--- config.mk ---
export PLATFORM = sky130hd
export DESIGN_NAME = cde_table_ram
export DESIGN_NICKNAME = d
export VERILOG_FILES = /design/src/sv/cde_table_ram.sv
export SDC_FILE = /design/constraint.sdc
export NUM_CORES = 1
export LEC_CHECK = 0
export BUFFER_PORTS_ARGS = -buffer_cell sky130_fd_sc_hd__buf_2
export CAP_MARGIN = 20
export CORE_UTILIZATION = 30
export CTS_BUF_LIST = sky130_fd_sc_hd__clkbuf_8
export DETAILED_ROUTE_END_ITERATION = 8
export GPL_TIMING_DRIVEN = 0
export PLACE_DENSITY_LB_ADDON = 0.3
export SLEW_MARGIN = 20
export SYNTH_ARGS = -nofsm -noshare
export SYNTH_HDL_FRONTEND = slang
export SYNTH_SLANG_ARGS = --single-unit
--- constraint.sdc ---
create_clock -name clk_i -period 2.1 [get_ports clk_i]
set_input_delay 0.105 -clock clk_i [delete_from_list [all_inputs] [get_ports clk_i]]
set_output_delay 0.105 -clock clk_i [all_outputs]
set_load 0.02 [all_outputs]
--- src/sv/cde_table_ram.sv ---
module cde_table_ram #(
  parameter int unsigned DATA_W = 8,
  parameter int unsigned ADDR_W = 4
) (
  input  logic              clk_i,
  input  logic              wr_en_i,
  input  logic [ADDR_W-1:0] wr_addr_i,
  input  logic [DATA_W-1:0] wr_data_i,
  input  logic              rd_en_i,
  input  logic [ADDR_W-1:0] rd_addr_i,
  output logic [DATA_W-1:0] rd_data_o
);

  logic [DATA_W-1:0] mem [2**ADDR_W];
  logic [DATA_W-1:0] rd_data_q;

  always_ff @(posedge clk_i) begin
    if (wr_en_i) begin
      mem[wr_addr_i] <= wr_data_i;
    end
    if (rd_en_i) begin
      rd_data_q <= mem[rd_addr_i];
    end
  end

  assign rd_data_o = rd_data_q;

endmodule

==> results.sh, run 1 <==
export IMPL_status="finished clean"
export IMPL_cts_root_buffer="clkbuf_8"
export IMPL_synth_compound_area_share_pct=2.298
export IMPL_die_x_um=134.0
export IMPL_ys_seq_area_share_pct=78.12
export IMPL_cts_tree="built"
export IMPL_antenna_found_initial=0
export IMPL_p_int_uw=4051
export IMPL_synth_edf_count=136
export IMPL_syn_num_nets=248
export IMPL_final_cell_mix="136 x edfxtp_1, 28 x buf_2, 18 x mux4_2, 17 x clkbuf_8, 16 x a22oi_1"
export IMPL_vias_per_cell=4.698
export IMPL_grt_max_degree=17
export IMPL_hold_slack_ns=0.08061
export IMPL_power_density_mw_per_mm2=858.3
export IMPL_worstHoldPathCells=1
export IMPL_synth_mux_area_share_pct=14.79
export IMPL_worstPathArrival_ns=1.72
export IMPL_path_class="register to register"
export IMPL_fin_nets=293
export IMPL_finalCritPeriodShare_pct=74.06
export IMPL_ios=27
export IMPL_netSwitchingFraction_pct=20.99
export IMPL_cp_end_kind="register"
export IMPL_synth_simple_area_share_pct=3.135
export IMPL_drive_gt1_share_pct=27.27
export IMPL_grt_overflow=0
export IMPL_rows=47
export IMPL_synth_warnings=0
export IMPL_max_clock_freq_mhz=643.0
export IMPL_r2r_cells=3
export IMPL_hpwlAfterDp_um=6524
export IMPL_ys_flop_type="edfxtp_1"
export IMPL_hold_end="mem[12][6]"
export IMPL_postSynthCellCount=229
export IMPL_core_area_mm2=0.01682
export IMPL_syn_to_final_growth_pct=14.27
export IMPL_wirelength_um=10240
export IMPL_synth_xor_area_share_pct=0
export IMPL_ys_types=18
export IMPL_portBuffers=25
export IMPL_reg2reg_to="rd_data_o[7]"
export IMPL_synthArstFlopShare_pct=0
export IMPL_synth_adder_area_share_pct=0
export IMPL_grt_pass1_vias=2468
export IMPL_seqPwrFrac_pct=59.9
export IMPL_reg2reg_slack_ns=0.54
export IMPL_vias=2377
export IMPL_place_gp_congestion=0.6891
export IMPL_place_area_mm2=0.005648
export IMPL_grt_usage_pct=12.36
export IMPL_clk_pin_slew_ns=0.07
export IMPL_ir_worst_vdd_v=0.0003952
export IMPL_diodes=0
export IMPL_post_cts_buffers=0
export IMPL_maxSlewViolCount=0
export IMPL_die_area_mm2=0.01796
export IMPL_drt_iter0_drc=283
export IMPL_route_detailed_drc=0
export IMPL_clk_latency_ns=0.43
export IMPL_clock_sinks=136
export IMPL_cts_buffer_depth=2
export IMPL_htree_levels=4
export IMPL_start_kind="register"
export IMPL_power_switching_uw=1076
export IMPL_cts_made_buffers=17
export IMPL_drt_pass1_iterations=4
export IMPL_post_place_ws_ns=0.2163
export IMPL_postRouteAntennaNets=0
export IMPL_dp_cells=474
export IMPL_setup_ws_ns=0.5447
export IMPL_worst_hold_startpoint="wr_data_i[6]"
export IMPL_r2r_start="mem[3][7]"
export IMPL_p_comb_share_pct=6.0
export IMPL_finalSetupViolations=0
export IMPL_worstPathRequired_ns=2.27
export IMPL_hold_viol_final=0
export IMPL_worst_slew_pin_slew_ns=0.8577
export IMPL_stdcell_area_mm2=0.005973
export IMPL_clock_skew_ns=0.004315
export IMPL_post_drt_wl_per_cell_um=20.24
export IMPL_min_path_type="input pin to register"
export IMPL_max_slew_margin_pct=42.61
export IMPL_critical_path_max_fanout=1
export IMPL_n_fill_cell=1605
export IMPL_syn_avg_cell_area_um2=22.83
export IMPL_synth_top_family_by_area="multiplexers"
export IMPL_stdcell_count=506
export IMPL_min_period_ns=1.555
export IMPL_syn_area_mm2=0.005228
export IMPL_grt_pass1_wl_um=15350
export IMPL_synth_seq_cells=136
export IMPL_clock_power_share_pct=34.2
export IMPL_rsz0062_at_grt="no"
export IMPL_leakage_uw=0.001954
export IMPL_mostFrequentLayoutCell="edfxtp_1"
export IMPL_initial_utilization_pct=31.08
export IMPL_drv_cap=0
export IMPL_chipHeight_um=134.0
## power by group through the flow
stage | Sequential [µW] | Clock [µW] | Combinational [µW]
2_1_floorplan | 3140 | 0 | 154
3_3_place_gp | 3120 | 0 | 305
3_5_place_dp | 3130 | 0 | 311
4_1_cts | 3070 | 1800 | 313
5_1_grt | 3070 | 1900 | 332
6_report | 3070 | 1750 | 307
## metrics by stage
step	util [%]	power, µW	TNS (ns)
3_5_place_dp	33.58	3440	0
5_1_grt	35.52	5303	0
6_report	35.52	5127	0
2_1_floorplan	-	3298	0
3_3_place_gp	33.46	3429	-1.087
4_1_cts	35.52	5181	0
## worst max path at each step
stage / start / end / slack, ns / depth (start not counted)
finish: mem[3][7] / rd_data_o[7] / 0.54 / 3
global route: mem[6][2] / rd_data_o[2] / 0.47 / 3
CTS: mem[3][7] / rd_data_o[7] / 0.51 / 3
detailed placement: wr_addr_i[2] / mem[2][2] / 0.22 / 3
global placement: wr_addr_i[2] / mem[0][4] / -0.14 / 3
floorplan: wr_addr_i[2] / mem[0][0] / 0.50 / 2
## cell usage after synthesis, types with 2 or more instances
cell type	n	area [µm²]
edfxtp_1	136	4084
mux4_2	18	405.4
a22oi_1	16	120.1
mux4_1	14	367.9
nor2_1	13	48.80
nand2_1	9	33.78
nor3_1	4	20.02
buf_2	3	15.01
buf_6	3	33.78
clkdlybuf4s25_2	3	30.03
nand2b_1	2	12.51
nand3b_1	2	15.01
## repair_timing
item / in CTS / in global routing
hold endpoints to repair: 8 / 0
gates resized for setup: 0 / 0
hold buffers: 1 / 0
setup endpoints to repair: 0 / 0
## registers in the layout, indices dropped and copies added (netlist names)
register and count:
mem 128, rd_data_o 8
## worst max-delay path, cell delays in order (launching register included)
cell and delay (ns):
edfxtp_1 0.37, mux4_2 0.48, a22oi_1 0.33, nand2_1 0.12
## area by class of cell
class	count	area [µm²]	share of cell area (%)
flip-flops and latches	136	4084	68.37
well taps	220	275.3	4.608
plain buffers	10	86.33	1.445
clock inverters	14	81.33	1.362
repair buffers	26	135.1	2.262
multi-input cells	83	1077	18.04
clock buffers	17	234.0	3.917
## cell families (layout without fill, tap and decap cells)
logic type / after synthesis / count (layout)
multiplexers: 32 / 32
AO/OA/AOI/OAI: 16 / 16
buffers and inverters: 10 / 67
flip-flops: 136 / 136
AND/OR/NAND/NOR: 35 / 35
## layer usage
layer	vias to the layer above	GRT usage, %	routed length (µm)
li1	1066	-	-
met1	1232	17.22	4593
met2	75	18.25	4947
met3	4	3.930	653
met4	0	4.167	46
met5	-	0	0
Note: power is estimated with default switching activity, not from simulation.
==> run 2: changes to the inputs <==
==> constraint.sdc (replaced) <==
create_clock -name clk_i -period 1.3 [get_ports clk_i]
set_input_delay 0.065 -clock clk_i [delete_from_list [all_inputs] [get_ports clk_i]]
set_output_delay 0.065 -clock clk_i [all_outputs]
set_load 0.02 [all_outputs]
==> results.sh, run 2 (same netlist as run 1, synthesis figures left out) <==
export IMPL_status="finished, violations left"
export IMPL_violations="setup timing"
export IMPL_slowest_stage="mux4_2"
export IMPL_place_area_mm2=0.005655
export IMPL_leakage_uw=0.001968
export IMPL_place_gp_congestion=0.6606
export IMPL_critPathTopFamily="multiplexers"
export IMPL_rsz0062_at_grt="yes"
export IMPL_fin_nets=300
export IMPL_diodes=0
export IMPL_cp_end_kind="register"
export IMPL_grt_usage_pct=13.39
export IMPL_max_clock_freq_mhz=695.4
export IMPL_largest_register="mem"
export IMPL_cts_root_buffer="clkbuf_8"
export IMPL_grt_pass1_vias=2579
export IMPL_clk_pin_slew_ns=0.08
export IMPL_drv_cap=0
export IMPL_wirelength_um=10920
export IMPL_maxSlewViolCount=0
export IMPL_core_area_mm2=0.01682
export IMPL_finalSetupViolations=8
export IMPL_chipHeight_um=134.0
export IMPL_mostFrequentLayoutCell="edfxtp_1"
export IMPL_grt_max_degree=17
export IMPL_clock_skew_ns=0.004899
export IMPL_finalCritPeriodShare_pct=110.6
export IMPL_worstPathArrival_ns=1.60
export IMPL_clock_sinks=136
export IMPL_cts_buffer_depth=2
export IMPL_die_x_um=134.0
export IMPL_post_cts_buffers=0
export IMPL_hold_viol_final=0
export IMPL_drt_iter0_drc=194
export IMPL_max_slew_margin_pct=35.15
export IMPL_path_cells="mux4_2, a22oi_1, nand2_1"
export IMPL_cts_made_buffers=17
export IMPL_path_class="register to register"
export IMPL_vias_per_cell=4.774
export IMPL_ios=27
export IMPL_ir_worst_vdd_v=0.0005251
export IMPL_stdcell_count=514
export IMPL_route_detailed_drc=0
export IMPL_antenna_found_initial=0
export IMPL_final_cell_mix="136 x edfxtp_1, 30 x mux4_2, 28 x buf_2, 17 x clkbuf_8, 10 x nor2_1"
export IMPL_dp_cells=477
export IMPL_die_area_mm2=0.01796
export IMPL_rows=47
export IMPL_power_density_mw_per_mm2=1485
export IMPL_grt_pass1_wl_um=16480
export IMPL_finalPower_uw=9147
export IMPL_worst_slew_pin_slew_ns=0.9691
export IMPL_postRouteAntennaNets=0
export IMPL_syn_to_final_growth_pct=17.86
export IMPL_cp_num_buf_inv=0
export IMPL_post_place_ws_ns=-0.6126
export IMPL_grt_overflow=0
export IMPL_drive_gt1_share_pct=38.78
export IMPL_min_period_ns=1.438
export IMPL_drt_pass1_iterations=4
export IMPL_start_kind="register"
export IMPL_setup_ws_ns=-0.1380
export IMPL_largest_reg_flops=128
export IMPL_worstPathRequired_ns=1.46
export IMPL_critical_path_max_fanout=1
export IMPL_initial_utilization_pct=31.08
export IMPL_htree_levels=4
export IMPL_hpwlAfterDp_um=6947
export IMPL_stdcell_area_mm2=0.006161
export IMPL_vias=2454
export IMPL_portBuffers=25
export IMPL_cts_tree="built"
export IMPL_critPathMaxStageDelay_ns=0.46
export IMPL_post_drt_wl_per_cell_um=21.25
export IMPL_clk_latency_ns=0.43
export IMPL_min_path_type="input pin to register"
run 2: cell types whose count changed in the layout (fill, tap and decap cells not counted), moves of 4 or more:
| cell | change |
|---|---|
| a22oi_1 | -7 |
| dlygate4sd3_1 | +4 |
| a22oi_2 | +7 |
| inv_1 | -7 |
| mux4_2 | +12 |
| mux4_1 | -12 |
run 2: final cells by class:
class                           instances  area (µm²)
Buffer                                 10       97.59
Clock buffer                           17       234.0
Clock inverter                         15       183.9
Fill cell                            1592       10660
Multi-Input combinational cell         83        1089
Sequential cell                       136        4084
Tap cell                              220       275.3
Timing Repair Buffer                   33       197.7
run 2: metal layers:
layer  up-vias  share of wire, %  routed length (µm)  global-route usage, %
li1       1074                 -                   -                      -
met1      1317                47                5126                  18.35
met2        61                48                5211                  20.01
met3         2               4.9                 538                  4.119
met4         0              0.42                  46                  4.924
met5         -                 0                   0                      0
run 2: worst paths after layout:
kind / startpoint / end / slack, ns / cells after the start
worst max-delay path: mem[10][5] / rd_data_o[5] / -0.14 / 3
worst min register to register: mem[0][0] / rd_data_o[0] / 0.78 / 3
worst min-delay path: wr_data_i[7] / mem[10][7] / 0.04 / 1
worst max register to register: mem[10][5] / rd_data_o[5] / -0.14 / 3
run 2: where the power goes:
part	total (µW)	leakage [µW]	internal [µW]	switching, µW
combinational	542	0.000518	219	322
sequential	4960	0.00124	4930	21.4
clock	3650	0.000213	2060	1590
run 2: repair_timing:
action / CTS / global route
gates resized for setup: 15 / 4
hold buffers: 5 / 0
pin swaps: 4 / 3
endpoints found under the hold margin: 69 / 0
setup endpoints to repair: 40 / 8
run 2: metrics by stage:
stage	setup TNS [ns]	utilization (%)	hold WS, ns
2_1_floorplan	-0.9464	-	0.1639
3_5_place_dp	-40.41	33.63	0.4084
4_1_cts	-1.076	36.58	0.005723
3_3_place_gp	-52.08	33.40	0.4050
5_1_grt	-1.305	36.63	0.01903
6_report	-0.9387	36.63	0.03585
==> run 3: changes to the inputs <==
--- a/config.mk
+++ b/config.mk
@@ -10,7 +10,6 @@
 export CORE_UTILIZATION = 30
 export CTS_BUF_LIST = sky130_fd_sc_hd__clkbuf_8
 export DETAILED_ROUTE_END_ITERATION = 8
-export GPL_TIMING_DRIVEN = 0
 export PLACE_DENSITY_LB_ADDON = 0.3
 export SLEW_MARGIN = 20
 export SYNTH_ARGS = -nofsm -noshare
==> results.sh, run 3 (same netlist as run 1, synthesis figures left out) <==
export IMPL_rsz0062_at_grt="yes"
export IMPL_largest_register="mem"
export IMPL_grt_pass1_vias=2670
export IMPL_ios=27
export IMPL_wirelength_um=10510
export IMPL_post_drt_wl_per_cell_um=19.79
export IMPL_largest_reg_flops=128
export IMPL_path_class="register to register"
export IMPL_clk_latency_ns=0.44
export IMPL_stdcell_area_mm2=0.006292
export IMPL_cts_made_buffers=17
export IMPL_final_core_util_pct=37.41
export IMPL_vias=2507
export IMPL_ir_worst_vdd_v=0.0006716
export IMPL_vias_per_cell=4.721
export IMPL_seq_area_mm2=0.004084
export IMPL_die_x_um=134.0
export IMPL_grt_usage_pct=13.03
export IMPL_hold_viol_final=0
export IMPL_place_area_mm2=0.005808
export IMPL_core_area_mm2=0.01682
export IMPL_route_detailed_drc=0
export IMPL_rows=47
export IMPL_setup_tns_ns=-0.5467
export IMPL_violations="setup timing"
export IMPL_cts_root_buffer="clkbuf_8"
export IMPL_start_kind="register"
export IMPL_setup_ws_ns=-0.09185
export IMPL_drt_pass1_iterations=4
export IMPL_worstPathRequired_ns=1.49
export IMPL_cp_end_kind="register"
export IMPL_clock_skew_ns=0.01341
export IMPL_mostFrequentLayoutCell="edfxtp_1"
export IMPL_power_density_mw_per_mm2=1432
export IMPL_antenna_found_initial=0
export IMPL_portBuffers=26
export IMPL_n_fill_cell=1565
export IMPL_cts_buffer_depth=2
export IMPL_critical_path_max_fanout=1
export IMPL_place_gp_congestion=0.6830
export IMPL_clk_pin_slew_ns=0.07
export IMPL_max_clock_freq_mhz=718.5
export IMPL_cts_tree="built"
export IMPL_grt_pass1_wl_um=16180
export IMPL_fin_nets=319
export IMPL_syn_to_final_growth_pct=20.37
export IMPL_leakage_uw=0.002080
export IMPL_drt_iter0_drc=175
export IMPL_worstPathArrival_ns=1.58
export IMPL_worst_slew_pin_slew_ns=0.9048
export IMPL_drive_gt1_share_pct=37.94
export IMPL_grt_max_degree=18
export IMPL_diodes=0
export IMPL_min_path_type="input pin to register"
export IMPL_maxSlewViolCount=0
export IMPL_initial_utilization_pct=31.08
export IMPL_post_cts_buffers=0
export IMPL_min_period_ns=1.392
export IMPL_drv_cap=0
export IMPL_hpwlAfterDp_um=6862
export IMPL_final_cell_mix="136 x edfxtp_1, 27 x buf_4, 26 x mux4_2, 26 x buf_2, 17 x clkbuf_8"
export IMPL_die_area_mm2=0.01796
export IMPL_postRouteAntennaNets=0
export IMPL_status="finished, violations left"
export IMPL_clock_sinks=136
export IMPL_htree_levels=4
export IMPL_multiInputGateArea_mm2=0.001072
export IMPL_max_slew_margin_pct=39.46
export IMPL_finalSetupViolations=8
export IMPL_grt_overflow=0
export IMPL_chipHeight_um=134.0
export IMPL_finalCritPeriodShare_pct=107.1
[run 3: metrics by stage]
stage	instances	worst slack (ns)	hold slack [ns]	power (µW)
after floorplan	229	-0.03115	0.1639	5337
after global placement	496	-0.3585	0.4581	5578
after detailed placement	496	-0.3666	0.4527	5590
after CTS	530	-0.1150	0.00007438	9094
after global routing	531	-0.1774	0.01190	9322
final	531	-0.09185	0.02842	9008
[run 3: per-layer routing]
metal / wire length [µm] / vias up / GRT usage (%)
met5: 0 / - / 0
met4: 120 / 0 / 4.924
met3: 591 / 10 / 4.271
met2: 4671 / 63 / 18.80
met1: 5124 / 1322 / 18.21
li1: - / 1112 / -
[run 3: final timing paths]
kind           startpoint           end  slack, ns  depth (start not counted)
max            mem[11][0]  rd_data_o[0]      -0.09                          3
min          wr_data_i[3]    mem[10][3]       0.03                          1
max reg2reg    mem[11][0]  rd_data_o[0]      -0.09                          3
min reg2reg     mem[6][1]  rd_data_o[1]       0.75                          3
[run 3: critical path: stages, from the launching register on]
cell and delay [ns]:
edfxtp_1 0.36, mux4_2 0.47, a22oi_1 0.24, nand2_1 0.07
[run 3: cell type report]
cell class,instances,share of cell area (%)
clock inverters,13,2.605
multi-input cells,83,17.04
well taps,220,4.375
repair buffers,62,7.357
clock buffers,17,3.718
flip-flops and latches,136,64.90
[run 3: report_power, final]
| group | switching [µW] | internal, µW | leakage (µW) |
|---|---|---|---|
| Sequential | 26.8 | 4940 | 0.00124 |
| Clock | 1470 | 2020 | 0.000202 |
| Combinational | 303 | 244 | 0.000641 |
| Total | 1800 | 7200 | 0.00208 |
[run 3: repair_timing]
item                                    4_1_cts  5_1_grt
hold buffers                                  4        1
endpoints found under the setup margin        8        8
resized for setup                             5        4
pin swaps                                     3        1
hold endpoints to repair                     41        4
