`config.mk`:
```
export PLATFORM = sky130hd
export DESIGN_NAME = cde_probe_ctrl
export DESIGN_NICKNAME = d
export VERILOG_FILES = /design/src/sv/cde_pkg.sv /design/src/sv/cde_probe_ctrl.sv
export SDC_FILE = /design/constraint.sdc
export NUM_CORES = 1
export LEC_CHECK = 0
export ABC_AREA = 1
export BUFFER_PORTS_ARGS = -buffer_cell sky130_fd_sc_hd__buf_2
export CAP_MARGIN = 40
export CORE_UTILIZATION = 38
export CTS_CLUSTER_DIAMETER = 80
export DETAILED_ROUTE_END_ITERATION = 8
export PLACE_DENSITY = 0.67
export SYNTH_ARGS = -nofsm -noshare
export SYNTH_HDL_FRONTEND = slang
export SYNTH_SLANG_ARGS = --single-unit
```
`constraint.sdc`:
```
create_clock -name clk_i -period 9.98 [get_ports clk_i]
set_clock_uncertainty 0.05 [all_clocks]
set_input_delay 0.998 -clock clk_i [delete_from_list [all_inputs] [get_ports clk_i]]
set_output_delay 0.998 -clock clk_i [all_outputs]
set_load 0.005 [all_outputs]
```
`src/sv/cde_pkg.sv`:
```
package cde_pkg;

  localparam int unsigned MAX_CELLS  = 65536;
  localparam int unsigned HASH_SLOTS = 131072;
  localparam int unsigned KEY_HALF   = 32;
  localparam int unsigned SLOT_W     = $clog2(HASH_SLOTS);
  localparam int unsigned EPOCH_W    = 8;
  localparam int unsigned IDX_W      = 16;
  localparam int unsigned TOT_W      = 17;

  localparam logic [EPOCH_W-1:0] EPOCH_NONE  = '0;
  localparam logic [EPOCH_W-1:0] EPOCH_FIRST = EPOCH_W'(1);
  localparam logic [EPOCH_W-1:0] EPOCH_LAST  = '1;
  localparam logic [SLOT_W-1:0]  SLOT_LAST   = SLOT_W'(HASH_SLOTS - 1);

  typedef struct packed {
    logic [31:0] coord_x;
    logic [31:0] coord_y;
    logic [31:0] expr_count;
    logic        first_of_set;
    logic        last_of_set;
  } req_t;

  typedef struct packed {
    logic [IDX_W-1:0] cell_index;
    logic             is_new;
    logic [31:0]      count_out;
    logic             overflow;
    logic [TOT_W-1:0] unique_total;
    logic             set_done;
  } rsp_t;

  // one table slot; a slot is live only when its epoch matches the current one
  typedef struct packed {
    logic [2*KEY_HALF-1:0] key;
    logic [IDX_W-1:0]      id;
    logic [EPOCH_W-1:0]    epoch;
  } slot_t;

  localparam int unsigned SLOT_BITS = $bits(slot_t);

  typedef enum logic [2:0] {
    ST_CLEAR,
    ST_IDLE,
    ST_PROBE,
    ST_CHECK,
    ST_DONE
  } state_e;

  function automatic logic [SLOT_W-1:0] hash_slot(input logic [2*KEY_HALF-1:0] key);
    logic [31:0] h;
    h = key[31:0] ^ {1'b0, key[63:33]} ^ {key[20:0], 11'b0};
    return h[SLOT_W-1:0];
  endfunction

endpackage

```
`src/sv/cde_probe_ctrl.sv`:
```
module cde_probe_ctrl import cde_pkg::*; (
  input  logic              clk_i,
  input  logic              rst_ni,
  input  logic              req_valid_i,
  output logic              req_ready_o,
  input  req_t              req_i,
  output logic              rsp_valid_o,
  input  logic              rsp_take_i,
  output rsp_t              rsp_o,
  output logic              wr_en_o,
  output logic [SLOT_W-1:0] wr_addr_o,
  output slot_t             wr_data_o,
  output logic              rd_en_o,
  output logic [SLOT_W-1:0] rd_addr_o,
  input  slot_t             rd_data_i
);

  state_e              state_q, state_d;
  logic [EPOCH_W-1:0]  epoch_q, epoch_d;
  logic [TOT_W-1:0]    distinct_q, distinct_d;
  logic [SLOT_W-1:0]   pos_q, pos_d;
  logic [SLOT_W-1:0]   probes_q, probes_d;
  logic [SLOT_W-1:0]   clr_q, clr_d;
  logic                pend_q, pend_d;
  req_t                req_q, req_d;
  rsp_t                rsp_q, rsp_d;

  logic [2*KEY_HALF-1:0] key;
  logic                  live, hit, room;
  logic [SLOT_W-1:0]     pos_next;

  assign key      = {req_q.coord_x, req_q.coord_y};
  assign live     = (rd_data_i.epoch == epoch_q);
  assign hit      = live && (rd_data_i.key == key);
  assign room     = (32'(distinct_q) < 32'(MAX_CELLS));
  assign pos_next = (pos_q == SLOT_LAST) ? '0 : pos_q + SLOT_W'(1);

  always_comb begin
    state_d = state_q;
    case (state_q)
      ST_CLEAR: begin
        if (clr_q == SLOT_LAST) state_d = pend_q ? ST_PROBE : ST_IDLE;
      end
      ST_IDLE: begin
        if (req_valid_i) begin
          state_d = (req_i.first_of_set && epoch_q == EPOCH_LAST) ? ST_CLEAR : ST_PROBE;
        end
      end
      ST_PROBE: state_d = ST_CHECK;
      ST_CHECK: begin
        if (!live || hit || probes_q == SLOT_LAST) state_d = ST_DONE;
      end
      ST_DONE: begin
        if (rsp_take_i) state_d = ST_IDLE;
      end
      default: state_d = ST_IDLE;
    endcase
  end

  always_comb begin
    epoch_d    = epoch_q;
    distinct_d = distinct_q;
    pos_d      = pos_q;
    probes_d   = probes_q;
    clr_d      = clr_q;
    pend_d     = pend_q;
    req_d      = req_q;
    rsp_d      = rsp_q;
    wr_en_o    = 1'b0;
    wr_addr_o  = pos_q;
    wr_data_o  = '{key: key, id: distinct_q[IDX_W-1:0], epoch: epoch_q};
    rd_en_o    = 1'b0;
    rd_addr_o  = pos_q;
    case (state_q)
      ST_CLEAR: begin
        wr_en_o   = 1'b1;
        wr_addr_o = clr_q;
        wr_data_o = '{key: '0, id: '0, epoch: EPOCH_NONE};
        clr_d     = clr_q + SLOT_W'(1);
      end
      ST_IDLE: begin
        if (req_valid_i) begin
          req_d  = req_i;
          pend_d = 1'b1;
          if (req_i.first_of_set) begin
            distinct_d = '0;
            epoch_d    = (epoch_q == EPOCH_LAST) ? EPOCH_FIRST : epoch_q + EPOCH_W'(1);
          end
        end
      end
      ST_PROBE: begin
        rd_en_o   = 1'b1;
        rd_addr_o = hash_slot(key);
        pos_d     = hash_slot(key);
        probes_d  = '0;
      end
      ST_CHECK: begin
        rsp_d.count_out = req_q.expr_count;
        rsp_d.set_done  = req_q.last_of_set;
        rsp_d.is_new    = 1'b0;
        rsp_d.overflow  = 1'b0;
        rsp_d.cell_index = '0;
        rsp_d.unique_total = distinct_q;
        if (hit) begin
          rsp_d.cell_index = rd_data_i.id;
        end else if (!live && room) begin
          wr_en_o            = 1'b1;
          rsp_d.cell_index   = distinct_q[IDX_W-1:0];
          rsp_d.is_new       = 1'b1;
          distinct_d         = distinct_q + TOT_W'(1);
          rsp_d.unique_total = distinct_q + TOT_W'(1);
        end else if (!live || probes_q == SLOT_LAST) begin
          rsp_d.overflow = 1'b1;
        end else begin
          // keep walking: read the following slot right away
          rd_en_o   = 1'b1;
          rd_addr_o = pos_next;
          pos_d     = pos_next;
          probes_d  = probes_q + SLOT_W'(1);
        end
      end
      ST_DONE: begin
        if (rsp_take_i) pend_d = 1'b0;
      end
      default: ;
    endcase
  end

  always_ff @(posedge clk_i or negedge rst_ni) begin
    if (!rst_ni) begin
      state_q    <= ST_CLEAR;
      epoch_q    <= EPOCH_FIRST;
      distinct_q <= '0;
      clr_q      <= '0;
      pend_q     <= 1'b0;
    end else begin
      state_q    <= state_d;
      epoch_q    <= epoch_d;
      distinct_q <= distinct_d;
      clr_q      <= clr_d;
      pend_q     <= pend_d;
    end
  end

  always_ff @(posedge clk_i) begin
    pos_q    <= pos_d;
    probes_q <= probes_d;
    req_q    <= req_d;
    rsp_q    <= rsp_d;
  end

  assign req_ready_o = (state_q == ST_IDLE);
  assign rsp_valid_o = (state_q == ST_DONE);
  assign rsp_o       = rsp_q;

endmodule

```
==> results_dict.tcl, run 1 <==
set metrics [dict create \
    startpoint "probes_q[0]" \
    status "finished, final reports clean" \
    crit_path_end_kind "primary output" \
    clock-sinks 245 \
    cts_resized 0 \
    p_clk_share_pct 29.4 \
    cp-start-kind "flip-flop" \
    fmax_mhz 215 \
    power.switching_uw 1360 \
    clk_pin_slew_ns 0.06 \
    drive_above_1_share_pct 24.8 \
    core_area_sq_um 31800 \
    regToRegSetupSlack_ns 6.25 \
    nets 2030 \
    period_needed_ns 4.66 \
    yosys.area.top_type_share_pct 44.1 \
    combPwrFrac_pct 31.6 \
    grt_pass1_wl_um 58400 \
    seqPwrFrac_pct 39.0 \
    setup_tns_ns 0 \
    slew_viol_final 0 \
    synth_async_sr_flop_share_pct 18.8 \
    layout_commonest_cell "nand2_1" \
    final_cell_mix "417 x nand2_1, 383 x buf_2, 219 x inv_1, 196 x nor2_1, 182 x edfxtp_1" \
    yosys_warnings 0 \
    syn-num-nets 1647 \
    ant_nets 0 \
    synth_area_sq_um 12400 \
    cts_buffers 28 \
    vias 11000 \
    syn_to_final_growth_pct 27.3 \
    power_leakage_uw 0.00771 \
    htreeDepth 1 \
    drc 0 \
    worst_skew_pair.late_latency_ns 0.55 \
    drtIter0Drc 723 \
    worstPathArrival_ns 3.61 \
    vdd_drop_max_uv 141 \
    r2r-end "probes_q[11]" \
    viasPerCell 4.80 \
    post_cts_buffers 0 \
    min_path_type "reg -> reg" \
    cp_common_cell "nand2_1" \
    setup_viol 0 \
    drtPass1Iterations 5 \
    antenna_found_initial 7 \
    ys_seq_area_share_pct 56.2 \
    gp_congestion 0.964 \
    clk_path_buf_depth 3 \
    start_util_pct 38.9 \
    crit_chain "ha_1, nand3_1, nor3_1, nand2_1, nor2_1, nand2_1, nor2_1, nand2_1, nor2_1, nand3_1, nor2_1, ha_1, nor2_1, buf_4, inv_1, nand2_1, nand2_1, nand2_1, nand3_1, nand2_1, buf_2" \
    hold_viol_final 0 \
    max_stage_delay_ns 0.38 \
    clock-root-buffer "clkbuf_16" \
    r2r-start "probes_q[0]" \
    dieArea_sq_um 33300 \
    power_density_nw_per_um2 237 \
    postCtsHoldBufs 0 \
    synth_largest_area_cell "edfxtp_1" \
    synth-seq-cells 245 \
    grt_max_degree 77 \
    crit_required_ns 8.93 \
    worstMarginPinSlew_ns 0.877 \
    grt-ovfl-total 0 \
    period_share_pct 46.7 \
    die_h_um 182 \
    max-cap-violations 0 \
    crit_slowest_cell "edfxtp_1" \
    synthDistinctLibCells 37 \
    rsz0062_at_grt "no" \
    die_x_um 182 \
    ys_top_cells_by_area "edfxtp_1 44%, nand2_1 13%, dfrtp_1 9.1%" \
    syn_area_per_cell_sq_um 8.55 \
    power.internal_uw 2380 \
    whs_path_depth 0 \
    reg2reg_depth 18 \
    slew_headroom_pct 41.4 \
    nFillCells 3092 \
    crit_path_end "rd_addr_o[8]" \
    fin_util_pct 49.6 \
    synthFlopType "edfxtp_1" \
    grt_pass1_vias 10900 \
    power_switching_share_pct 36.4 \
    crit_type "reg -> out" \
    io_pins 384 \
    syn_inst 1448 \
    routed_wl_um 38100 \
    cts_tree "yes" \
    wl_per_cell_um 16.6 \
    num_rows 65 \
    grt.total_usage_pct 22.7 \
    synth_edf_count 182 \
    port_buffers 383 \
    crit_fanout 31 \
    dpl.hpwl_um 29100 \
]
power groups by stage:
stage / clock network [uW] / registers, uW / logic (uW)
3_5_place_dp: 0 / 1480 / 1190
3_3_place_gp: 0 / 1480 / 1180
6_report: 1100 / 1460 / 1180
2_1_floorplan: 0 / 1430 / 648
4_1_cts: 1120 / 1460 / 1190
5_1_grt: 1150 / 1480 / 1320
worst min path at each step:
| stage | from | to |
|---|---|---|
| global placement | req_q[4] | rsp_o[21] |
| floorplan | req_q[0] | rsp_o[0] |
| global route | req_q[6] | rsp_o[23] |
| detailed placement | req_q[29] | rsp_o[46] |
| CTS | req_q[29] | rsp_o[46] |
| finish | req_q[29] | rsp_o[46] |
cells by family after synthesis:
group	share of synthesized area (%)
XOR/XNOR	4.60
AND/OR/NAND/NOR	24.7
buffers and inverters	8.41
AO/OA/AOI/OAI	5.23
adder cells (fa/ha/maj)	0.910
flip-flops	56.2
cell type report:
cell class	count	area (sq um)	share of cell area (%)
Timing Repair Buffer	393	2000	12.7
Antenna cell	4	10.0	0.0635
Clock buffer	31	733	4.65
Multi-Input combinational cell	934	4390	27.9
Clock inverter	21	258	1.64
Tap cell	435	544	3.45
Inverter	229	861	5.46
Sequential cell	245	6960	44.1
synthesized netlist by cell type, types with 3 or more instances:
| master | instances |
|---|---|
| inv_2 | 9 |
| dfxtp_1 | 17 |
| clkbuf_1 | 24 |
| nand3_1 | 76 |
| nand3b_1 | 3 |
| nor2_2 | 3 |
| dfrtp_1 | 45 |
| nor3_1 | 16 |
| a21oi_1 | 16 |
| nand4_1 | 23 |
| nand2_1 | 417 |
| nor2_1 | 197 |
| a32oi_1 | 11 |
| o22ai_1 | 7 |
| o21ai_1 | 4 |
| edfxtp_1 | 182 |
| nor4_1 | 5 |
| buf_2 | 12 |
| xor2_1 | 51 |
| o21ai_0 | 66 |
| inv_1 | 220 |
| xnor2_1 | 14 |
| o21a_1 | 4 |
| ha_1 | 9 |
state kept, by name, summed over array words and instances, names as in the netlist:
register / flops
rsp_o: 68
distinct_q: 17
clr_q: 17
key: 64
state_q: 3
pos_q: 17
probes_q: 17
pend_q: 1
req_q: 33
epoch_q: 8
layer usage:
layer / share of wire, % / routed length, um / global-route usage, % / up-vias
met1: 39 / 15000 / 26.7 / 5075
met4: 4.4 / 1670 / 10.2 / 4
li1: - / - / - / 5396
met3: 7.4 / 2800 / 4.77 / 86
met2: 49 / 18600 / 39.8 / 451
met5: 0.042 / 16 / 0 / -
stage by stage:
step	cell area, sq um	power, uW	setup WS, ns	cells	hold WS (ns)
4_1_cts	15800	3770	5.31	2288	0.363
5_1_grt	15800	3950	5.02	2291	0.371
3_5_place_dp	14800	2670	5.91	2236	0.355
6_report	15800	3740	5.32	2292	0.367
2_1_floorplan	12400	2080	3.43	1448	0.350
3_3_place_gp	14700	2650	5.86	2234	0.351
critical path: cells and delay by family, from the launching register on:
kind | cells | cell delay, ns
buffers and inverters | 3 | 0.56
and+or+nand+nor | 16 | 1.78
DFF | 1 | 0.38
adders and majority gates | 2 | 0.34
Power figures use the tool's default switching activity.
==> inputs of run 2 (changes only) <==
PLACE_DENSITY = 0.7   (was 0.67)
clock period = 3.87 ns   (was 9.98 ns; I/O delays follow)
==> run 2 against run 1 <==
Net effect: utilization rose by 3.7 points; highest routed layer is now met4; via count up 5.4%; largest power group unchanged; register-to-register slack got worse by 5.7 ns; critical path depth decreased by 1; global-route usage is 1.2 points higher.
==> results_dict.tcl, run 2 (synthesis gave the netlist of run 1 again) <==
set metrics [dict create \
    dpl.hpwl_um 28500 \
    slew_viol_final 0 \
    met3_usage_pct 4.89 \
    drtIter0Drc 854 \
    worstMarginPinSlew_ns 0.858 \
    fmax_mhz 271 \
    nFillCells 2861 \
    cts_buffers 28 \
    drtPass1Iterations 6 \
    multiInputGateArea_sq_um 4480 \
    antenna_found_initial 0 \
    placed_cells 2240 \
    vias 11600 \
    worst_skew_pair.late_latency_ns 0.56 \
    vdd_drop_max_uv 348 \
    r2r-start "probes_q[0]" \
    routed_wl_um 40700 \
    setup_viol 0 \
    grt-ovfl-total 0 \
    drc 0 \
    drive_above_1_share_pct 25.1 \
    ant_nets 0 \
    htreeDepth 1 \
    crit_required_ns 3.43 \
    status "finished, final reports clean" \
    hold_viol_final 0 \
    cp-start-kind "flip-flop" \
    clk_path_buf_depth 3 \
    period_share_pct 95.5 \
    max-cap-violations 0 \
    start_util_pct 38.9 \
    viasPerCell 4.84 \
    grt-busiest-layer "met2" \
    grt_max_degree 97 \
    syn_to_final_growth_pct 36.9 \
    min_path_type "in -> reg" \
    use_met2_pct 41.3 \
    crit_path_end_kind "primary output" \
    cts_tree "yes" \
    core_area_sq_um 31800 \
    diodes 0 \
    grt_pass1_vias 11400 \
    period_needed_ns 3.69 \
    worstPathArrival_ns 3.26 \
    grt_pass1_wl_um 61900 \
    min_from "rd_data_i[8]" \
    num_rows 65 \
    port_buffers 383 \
    die_x_um 182 \
    final_cell_mix "413 x nand2_1, 382 x buf_2, 218 x inv_1, 191 x nor2_1, 182 x edfxtp_1" \
    crit_fanout 7 \
    rsz0062_at_grt "yes" \
    power_density_nw_per_um2 579 \
    register_area_sq_um 6960 \
    final_cell_count_no_fill 2398 \
    dieArea_sq_um 33300 \
    clk_pin_slew_ns 0.06 \
    io_pins 384 \
    clock-sinks 245 \
    wl_per_cell_um 17.0 \
    layout_commonest_cell "nand2_1" \
    power_leakage_uw 0.00820 \
    power_uw 9810 \
    startpoint "probes_q[0]" \
    gp_congestion 0.907 \
    nets 2140 \
    crit_type "reg -> out" \
    grt.total_usage_pct 23.9 \
    largest_reg_flops 68 \
    clock-root-buffer "clkbuf_16" \
    use_met1_pct 30.0 \
    die_h_um 182 \
    slew_headroom_pct 42.7 \
]
-- run 2: changes by cell type in the layout (fill, tap and decap cells not counted), moves of 4 or more --
cell,change
o21ai_1,+5
nand2_1,-4
dlygate4sd3_1,+98
buf_4,+8
nand2_2,+4
nor2_1,-5
ha_1,-4
diode_2,-4
o21ai_0,-5
-- run 2: worst paths after layout --
kind                                 end  slack, ns  depth (start not counted)
setup / recovery            rd_addr_o[8]       0.18                         20
max in group asynchronous     epoch_q[0]       2.78                          3
hold reg to reg                rsp_o[35]       0.37                          0
min in group asynchronous  distinct_q[6]       0.18                          2
hold / removal                 rsp_o[52]       0.06                          3
setup reg to reg             probes_q[7]       0.52                         17
-- run 2: layout make-up --
| type | instances | share of cell area [%] |
|---|---|---|
| Sequential cell | 245 | 41.1 |
| Multi-Input combinational cell | 934 | 26.4 |
| Inverter | 229 | 5.11 |
| Timing Repair inverter | 1 | 0.0443 |
| Timing Repair Buffer | 502 | 18.3 |
| Clock buffer | 38 | 4.91 |
| Clock inverter | 14 | 0.938 |
| Tap cell | 435 | 3.21 |
-- run 2: critical path: stages, from the launching register on --
cell	delay, ns
edfxtp_1	0.40
ha_4	0.18
nand3_4	0.09
nor3_4	0.21
nand2_1	0.07
nor2_1	0.12
nand2_1	0.09
nor2_2	0.17
nand2_2	0.09
nor2_4	0.14
nand3_2	0.08
nor2_2	0.09
ha_2	0.19
nor2_4	0.06
buf_4	0.19
o21ai_0	0.07
nand2_1	0.07
nand2_1	0.07
nand3_1	0.10
nand2_1	0.11
buf_2	0.11
-- run 2: report_power, final --
part	switching [uW]	internal, uW
combinational	2040	1180
clock	1140	1660
sequential	405	3380
-- run 2: per-stage QoR --
step / TNS (ns) / hold slack, ns / setup slack [ns] / area, sq um / util (%)
2_1_floorplan: 0 / 0.0414 / 0.699 / 12400 / -
3_3_place_gp: 0 / 0.221 / 0.561 / 14800 / 46.6
3_5_place_dp: 0 / 0.226 / 0.482 / 14800 / 46.6
4_1_cts: 0 / 0.0372 / 0.0166 / 16800 / 52.9
5_1_grt: -0.335 / 0.0541 / -0.0511 / 16900 / 53.3
6_report: 0 / 0.0609 / 0.175 / 16900 / 53.3
-- run 2: metal layers --
layer | vias up | share of wire [%]
met5 | - | 0
met4 | 0 | 2.8
met2 | 525 | 48
met1 | 5384 | 41
met3 | 85 | 7.9
li1 | 5614 | -
-- run 2: what timing repair did --
item | in CTS | in global routing
gates cloned | 1 | 2
endpoints found under the setup margin | 11 | 18
endpoints found under the hold margin | 106 | 0
hold buffers | 98 | 0
pin swaps | 1 | 8
buffers inserted | 2 | 3
resized for setup | 4 | 35
==> inputs of run 3 (changes only) <==
CELL_PAD_IN_SITES_DETAIL_PLACEMENT = 2   (was not set)
CELL_PAD_IN_SITES_GLOBAL_PLACEMENT = 2   (was not set)
CORE_UTILIZATION = 27   (was 38)
CTS_CLUSTER_DIAMETER = 100   (was 80)
PLACE_DENSITY = 0.82   (was 0.7)
==> run 3 against run 2 <==
Net effect: worst hold slack got worse by 0.0071 ns; final cell count increased by 7.7%; sequential share of layout area decreased by 0.83 points; largest power group unchanged.
==> results_dict.tcl, run 3 (synthesis gave the netlist of run 1 again) <==
set metrics [dict create \
    grt-ovfl-total 0 \
    drc 0 \
    clock-sinks 245 \
    gp_congestion 0.826 \
    cts_tree "yes" \
    crit_type "reg -> out" \
    clk_pin_slew_ns 0.06 \
    clock-root-buffer "clkbuf_16" \
    multiInputGateArea_sq_um 4510 \
    worstPathArrival_ns 3.29 \
    crit_fanout 8 \
    grt_pass1_wl_um 82000 \
    min_path_type "in -> reg" \
    power_uw 10200 \
    die_h_um 216 \
    drtPass1Iterations 4 \
    fin_util_pct 38.2 \
    worstMarginPinSlew_ns 0.705 \
    dpl.hpwl_um 37200 \
    core_area_sq_um 45300 \
    design_area_sq_um 17300 \
    layout_commonest_cell "nand2_1" \
    crit_chain "ha_4, nand3_4, nor3_4, nand2_1, nor2_2, nand2_2, nor2_4, nand2_2, nor2_4, nand3_2, nor2_2, ha_2, nor2_2, buf_6, o21ai_0, nand2_1, nand3_1, nand2_1, buf_4" \
    drive_above_1_share_pct 26.1 \
    max-cap-violations 0 \
    routed_wl_um 54100 \
    wl_per_cell_um 20.9 \
    worst_skew_pair.late_latency_ns 0.57 \
    slew_viol_final 0 \
    hold_viol_final 0 \
    crit_family "simple AND/OR/NAND/NOR gates" \
    power_leakage_uw 0.00827 \
    grt.total_usage_pct 22.8 \
    detailed_place.area_sq_um 15100 \
    status "finished, final reports clean" \
    nFillCells 5106 \
    rsz0062_at_grt "yes" \
    crit_required_ns 3.43 \
    register_area_sq_um 6970 \
    die_x_um 216 \
    final_cell_mix "412 x nand2_1, 380 x buf_2, 217 x inv_1, 190 x nor2_1, 182 x edfxtp_1" \
    antenna_found_initial 6 \
    io_pins 384 \
    grt_max_degree 99 \
    regToRegSetupSlack_ns 0.62 \
    period_needed_ns 3.73 \
    num_rows 78 \
    dieArea_sq_um 46700 \
    syn_to_final_growth_pct 39.7 \
    drtIter0Drc 496 \
    setup_viol 0 \
    start_util_pct 27.3 \
    power_density_nw_per_um2 589 \
    vdd_drop_max_uv 348 \
    fmax_mhz 268 \
    cp-start-kind "flip-flop" \
    viasPerCell 4.74 \
    grt_pass1_vias 13800 \
    whs_ns 0.0538 \
    htreeDepth 1 \
    crit_path_end_kind "primary output" \
    vias 12200 \
    port_buffers 383 \
    max_stage_delay_ns 0.39 \
    slew_headroom_pct 53.0 \
    clk_path_buf_depth 3 \
    largest_reg_flops 68 \
    nets 2155 \
    setup_tns_ns 0 \
    crit_slowest_cell "edfxtp_1" \
    ant_nets 0 \
    path_buf_inv 2 \
    cts_buffers 30 \
    period_share_pct 96.3 \
]
-- run 3: cell types whose count changed in the layout (fill, tap and decap cells not counted), moves of 2 or more --
cell / before / now
diode_2: 0 / 3
buf_2: 382 / 380
buf_4: 17 / 30
dfxtp_1: 15 / 13
nand3_2: 2 / 4
dfxtp_2: 1 / 3
nor3_1: 15 / 13
clkinv_2: 5 / 10
nor3_2: 0 / 2
nand3_1: 73 / 71
-- run 3: path summary, 6_finish.rpt --
kind                             endpoint          from  depth (start not counted)
max                         rd_addr_o[11]   probes_q[0]                         19
min                             rsp_o[52]  rd_data_i[8]                          3
max reg2reg                   probes_q[2]   probes_q[0]                         18
min reg2reg                     rsp_o[43]     req_q[26]                          0
max in group asynchronous        clr_q[0]        rst_ni                          3
min in group asynchronous  distinct_q[14]        rst_ni                          2
-- run 3: through the flow --
stage	instances	worst slack [ns]
after floorplan	1448	0.699
after global placement	2406	0.525
after detailed placement	2409	0.225
after CTS	2571	0.0138
after global routing	2581	-0.0939
final	2582	0.142
-- run 3: worst min-delay path, cell delays in order --
cell     delay [ns]
buf_2          0.08
nand2_1        0.04
nand2_1        0.05
-- run 3: power by group --
group          switching (uW)  internal (uW)
Combinational            2340           1210
Clock                    1200           1630
Sequential                411           3390
Total                    3950           6230
-- run 3: layout make-up --
class | count | share of cell area (%)
antenna | 3 | 0.0434
clock buffer | 36 | 4.71
clock inverter | 19 | 0.926
inverter | 229 | 5.00
multi-input combinational | 934 | 26.1
sequential | 245 | 40.3
tap | 600 | 4.34
timing repair buffer | 516 | 18.7
-- run 3: layer usage --
metal  routed length [um]  track usage [%]  vias up
met5                   46                0        -
met4                 2150             9.11        8
met3                 3660             6.01      115
met2                27500             41.6      409
met1                20700             25.0     6076
li1                     -                -     5640
-- run 3: timing repair --
item / 4_1_cts / 5_1_grt
gates cloned: 2 / 1
endpoints found under the setup margin: 18 / 18
buffers inserted: 7 / 7
gates resized for setup: 15 / 36
hold buffers: 98 / 0
endpoints found under the hold margin: 117 / 0
pin swaps: 5 / 11
